==> config.mk <==
export PLATFORM = sky130hd
export DESIGN_NAME = tlru_ctrl
export DESIGN_NICKNAME = d
export VERILOG_FILES = /design/src/design/tlru_pkg.sv /design/src/design/tlru_ctrl.sv
export SDC_FILE = /design/constraint.sdc
export NUM_CORES = 1
export LEC_CHECK = 0
export BUFFER_PORTS_ARGS = -buffer_cell sky130_fd_sc_hd__buf_4
export CAP_MARGIN = 20
export CORE_AREA = 3 3 40 42
export CTS_BUF_LIST = sky130_fd_sc_hd__clkbuf_4 sky130_fd_sc_hd__clkbuf_8
export DETAILED_ROUTE_END_ITERATION = 8
export DIE_AREA = 0 0 43 45
export GPL_TIMING_DRIVEN = 0
export PLACE_DENSITY_LB_ADDON = 0.08
export SLEW_MARGIN = 15
export SYNTH_ARGS = -nofsm -noshare
export SYNTH_HDL_FRONTEND = slang
export SYNTH_SLANG_ARGS = --single-unit
export TNS_END_PERCENT = 100
==> constraint.sdc <==
create_clock -name clk -period 2.89 [get_ports clk]
set_clock_uncertainty 0.2 [all_clocks]
set_input_delay 0.289 -clock clk [delete_from_list [all_inputs] [get_ports clk]]
set_output_delay 0.289 -clock clk [all_outputs]
set_load 0.02 [all_outputs]
==> src/design/tlru_pkg.sv <==
// ----------------------------------------------------------------------------
// tlru_pkg: shared types and constants for the true LRU replacement block
// Holds the fixed field widths, command codes, controller states and the
// command and status bundles that pass between the controller and datapath.
// ----------------------------------------------------------------------------
package tlru_pkg;

    // Fixed widths of the request and result fields.
    localparam int SET_FIELD_W = 11;
    localparam int WAY_FIELD_W = 4;
    localparam int VICTIM_W    = 4;
    localparam int S_TDATA_W   = 16;
    localparam int M_TDATA_W   = 8;

    // Request kinds carried on tuser.
    localparam logic CMD_QUERY  = 1'b0;
    localparam logic CMD_UPDATE = 1'b1;

    // Controller states, one-hot.
    typedef enum logic [2:0] {
        ST_CLEAR = 3'b001,
        ST_IDLE  = 3'b010,
        ST_EVAL  = 3'b100
    } state_t;

    // Commands from the controller to the datapath.
    typedef struct packed {
        logic clear_wr;   // write the reset row at the clear counter
        logic accept;     // capture the request and read its set row
        logic finish;     // the set row is evaluated: write back or emit result
    } ctrl_cmd_t;

    // Status from the datapath to the controller.
    typedef struct packed {
        logic clear_done; // the clear counter is at the last set
        logic is_query;   // the request held is a victim query
        logic out_busy;   // the output register holds a result not yet taken
    } dp_status_t;

endpackage

==> src/design/tlru_ctrl.sv <==
// ----------------------------------------------------------------------------
// tlru_ctrl: controller of the true LRU replacement block
// Sequences the clearing pass after reset, request acceptance and the
// evaluation state, and stalls a query while the output register is full.
// ----------------------------------------------------------------------------
module tlru_ctrl
    import tlru_pkg::*;
(
    input  logic       clk,
    input  logic       rst_n,
    input  logic       s_tvalid,
    output logic       s_tready,
    input  dp_status_t status,
    output ctrl_cmd_t  cmd
);

    state_t state_reg;
    state_t state_next;

    // Command decode.
    always_comb
    begin
        cmd          = '0;
        s_tready     = 1'b0;
        cmd.clear_wr = (state_reg == ST_CLEAR);
        if (state_reg == ST_IDLE)
        begin
            s_tready   = 1'b1;
            cmd.accept = s_tvalid;
        end
        if (state_reg == ST_EVAL)
        begin
            cmd.finish = ~(status.is_query & status.out_busy);
        end
    end

    // Next state.
    always_comb
    begin
        state_next = state_reg;
        unique case (state_reg)
            ST_CLEAR:
            begin
                if (status.clear_done)
                begin
                    state_next = ST_IDLE;
                end
            end
            ST_IDLE:
            begin
                if (s_tvalid)
                begin
                    state_next = ST_EVAL;
                end
            end
            ST_EVAL:
            begin
                if (cmd.finish)
                begin
                    state_next = ST_IDLE;
                end
            end
            default:
            begin
                state_next = ST_CLEAR;
            end
        endcase
    end

    always_ff @(posedge clk or negedge rst_n)
    begin
        if (!rst_n)
        begin
            state_reg <= ST_CLEAR;
        end
        else
        begin
            state_reg <= state_next;
        end
    end

endmodule

==> results.py <==
metrics = {
    "power_and_ir_drop": {
        "power_per_standard_cell_area_mw_per_mm2": 932.3,
        "power.ir.vdd_worst_v": 0.0003337,
        "total_leakage_power_nw": 0.1449,
    },
    "global_route": {
        "first_global_vias": 191,
        "pin_count_of_the_biggest_net_entering_global_routing": 7,
        "grt_util_met3_pct": 2.789,
        "grt_util_met1_pct": 6.280,
        "grt-ovfl-total": 0,
        "number_of_antenna_violations_at_the_first_check_in_global_routing": 0,
        "grtUsageMet2_pct": 7.485,
        "grt_util_all_layers_pct": 5.833,
        "grt_busiest_layer": "met2",
        "grt_first_pass_wirelength_um": 752,
    },
    "yosys": {
        "syn-cell-area_um2": 166.4,
        "syn_area_per_cell_um2": 8.758,
        "number_of_distinct_standard_cells_referenced_by_the_synthesized_netlist": 15,
        "syn-num-nets": 25,
        "synth.yosys.seq_area_share_pct": 45.86,
        "ys_warn_count": 0,
        "synth_seq_cells": 3,
        "post_synth_inst_count": 19,
    },
    "hold_path": {
        "hold_path_depth": 3,
        "classification_of_the_worst_slack_hold_path": "in -> reg",
    },
    "drt": {
        "routed_wl_um": 432,
        "dr_total_vias": 181,
        "drt.antenna.violating_nets": 0,
        "iter_0_drt_violations": 1,
        "routed_via_density": 3.771,
        "post-route-drc-count": 0,
        "routed_length_per_instance_um": 9.000,
        "drtPass1Iterations": 2,
    },
    "clock_tree": {
        "cts-buffers-inserted": 3,
        "cts-root-buf": "sky130_fd_sc_hd__clkbuf_4",
        "ctsHtreeMaxLevel": 1,
        "cts_max_path_buffers": 2,
        "path_clk_slew_ns": 0.04,
        "cts_tree": "yes",
        "clk-insertion-delay-late_ns": 0.23,
        "cts_post_setup_buffers_inserted": 0,
        "cts.sink_count": 3,
    },
    "layout": {
        "antenna_cells_inserted": 0,
        "syn2layout_area_growth_pct": 75.94,
        "final_cell_mix": "9 x sky130_fd_sc_hd__buf_4, 4 x sky130_fd_sc_hd__clkbuf_4",
        "finalNetCount": 40,
        "post_route_cells_drive_above_1_share_pct": 51.52,
        "most_frequent_standard_cell_in_the_layout_excluding_fill_and_tap_cells": "sky130_fd_sc_hd__buf_4",
        "final_cell_area_um2": 292.8,
        "largest_register_ff_count": 3,
    },
    "worst_setup_path": {
        "timing.reg2reg.worst_path_depth": 3,
        "cp-start-kind": "register",
        "cp_data_required_time_ns": 2.40,
        "critical_path_peak_fanout": 5,
        "timing.critical_path.arrival_ns": 1.27,
        "critical_path.endpoint_type": "primary output",
        "timing_worst_setup_path_type": "reg -> out",
    },
    "timing": {
        "setup_tns_ns": 0,
        "fin_ws_ns": 1.132,
        "period_minus_slack_ns": 1.758,
        "setup_violations": 0,
        "min_period_over_period_pct": 60.85,
        "slew_headroom_pct": 88.04,
        "timing.final.max_slew_violations": 0,
        "report.final.hold_viol_count": 0,
        "tightestPinTransition_ns": 0.1790,
        "grt_setup_unrepaired": "no",
        "timing.fmax_mhz": 568.7,
    },
    "floorplan": {
        "core_area_mm2": 0.001285,
        "die_width_um": 43,
        "floorplan.die.height_um": 45,
        "placementRows": 13,
        "io_pins": 10,
        "dieArea_mm2": 0.001935,
        "start_util_pct": 12.95,
    },
    "flow_run": {
        "drv.max_cap_violation_count": 0,
    },
    "placed_design": {
        "place.port_buffers": 9,
        "dp_slack_ns": 1.361,
        "global_placement_routability_congestion": 0.6518,
        "area_of_placed_instances_um2": 252.7,
    },
    "outcome": {
        "run_status": "finished clean",
    },
}
synth_stat cells (all sizes together):
| master | n | area, um2 |
|---|---|---|
| and3 | 1 | 7.510 |
| inv | 1 | 3.750 |
| dfstp | 1 | 26.28 |
| nand3 | 2 | 10.01 |
| a21oi | 1 | 5.000 |
| nor3b | 1 | 7.510 |
| and2 | 1 | 6.260 |
| dfrtp | 2 | 50.05 |
| nand2 | 1 | 3.750 |
| a21o | 1 | 8.760 |
| nand3b | 1 | 7.510 |
| nor2 | 2 | 7.510 |
| o21ai | 2 | 10.01 |
| nand2b | 1 | 6.260 |
| or3 | 1 | 6.260 |
critical path: stages (launching register included):
cell,delay (ns)
sky130_fd_sc_hd__dfstp_2,0.55
sky130_fd_sc_hd__nand2b_1,0.14
sky130_fd_sc_hd__nor2_1,0.06
sky130_fd_sc_hd__and2_1,0.15
sky130_fd_sc_hd__buf_4,0.15
path summary, 6_finish.rpt:
check | end | from | slack [ns]
worst max-delay path | cmd[1] | state_reg[0]$_DFFE_PN1P_ | 1.13
worst min-delay path | state_reg[2]$_DFFE_PN0P_ | s_tvalid | 0.15
worst max register to register | state_reg[1]$_DFFE_PN0P_ | state_reg[0]$_DFFE_PN1P_ | 1.58
worst min register to register | state_reg[2]$_DFFE_PN0P_ | state_reg[0]$_DFFE_PN1P_ | 0.34
max in group asynchronous | state_reg[0]$_DFFE_PN1P_ | rst_n | 2.12
min in group asynchronous | state_reg[2]$_DFFE_PN0P_ | rst_n | 0.18
through the flow:
step	power, W	hold slack, ns	utilization, %	instances
6_report	0.0002730	0.1490	22.78	48
5_1_grt	0.0003017	0.1718	22.78	48
4_1_cts	0.0002810	0.1449	22.78	48
3_5_place_dp	0.0001938	-0.1211	19.67	43
3_3_place_gp	0.0001953	-0.1207	19.67	43
2_1_floorplan	0.0001482	-0.2066	-	19
cell families after synthesis:
logic type,count (synthesis),share of synthesized area (%)
DFF,3,45.87
buffers and inverters,1,2.253
and+or+nand+nor,11,37.61
AOI/OAI and AO/OA,4,14.28
layer usage:
| metal | vias to the layer above | wire length, um |
|---|---|---|
| met3 | 0 | 28 |
| met4 | 0 | 0 |
| li1 | 95 | - |
| met1 | 80 | 192 |
| met2 | 6 | 210 |
| met5 | - | 0 |
where the power goes:
part,switching [W],internal [W],total [W]
logic,0.0000540,0.0000542,0.000108
clock network,0.0000204,0.0000610,0.0000814
registers,0.0000199,0.0000634,0.0000833
total,0.0000943,0.000179,0.000273
repair_timing:
action	4_1_cts	5_1_grt
hold endpoints to repair	3	0
gates resized for setup	0	0
hold buffers	1	0
cell type report:
cell class	instances	area [um2]
timing repair buffer	10	77.57
tap	15	18.77
clock buffer	4	30.03
fill	151	992.2
inverter	1	3.754
sequential	3	76.32
multi-input combinational	15	86.33
Note: power is estimated with default switching activity, not from simulation.
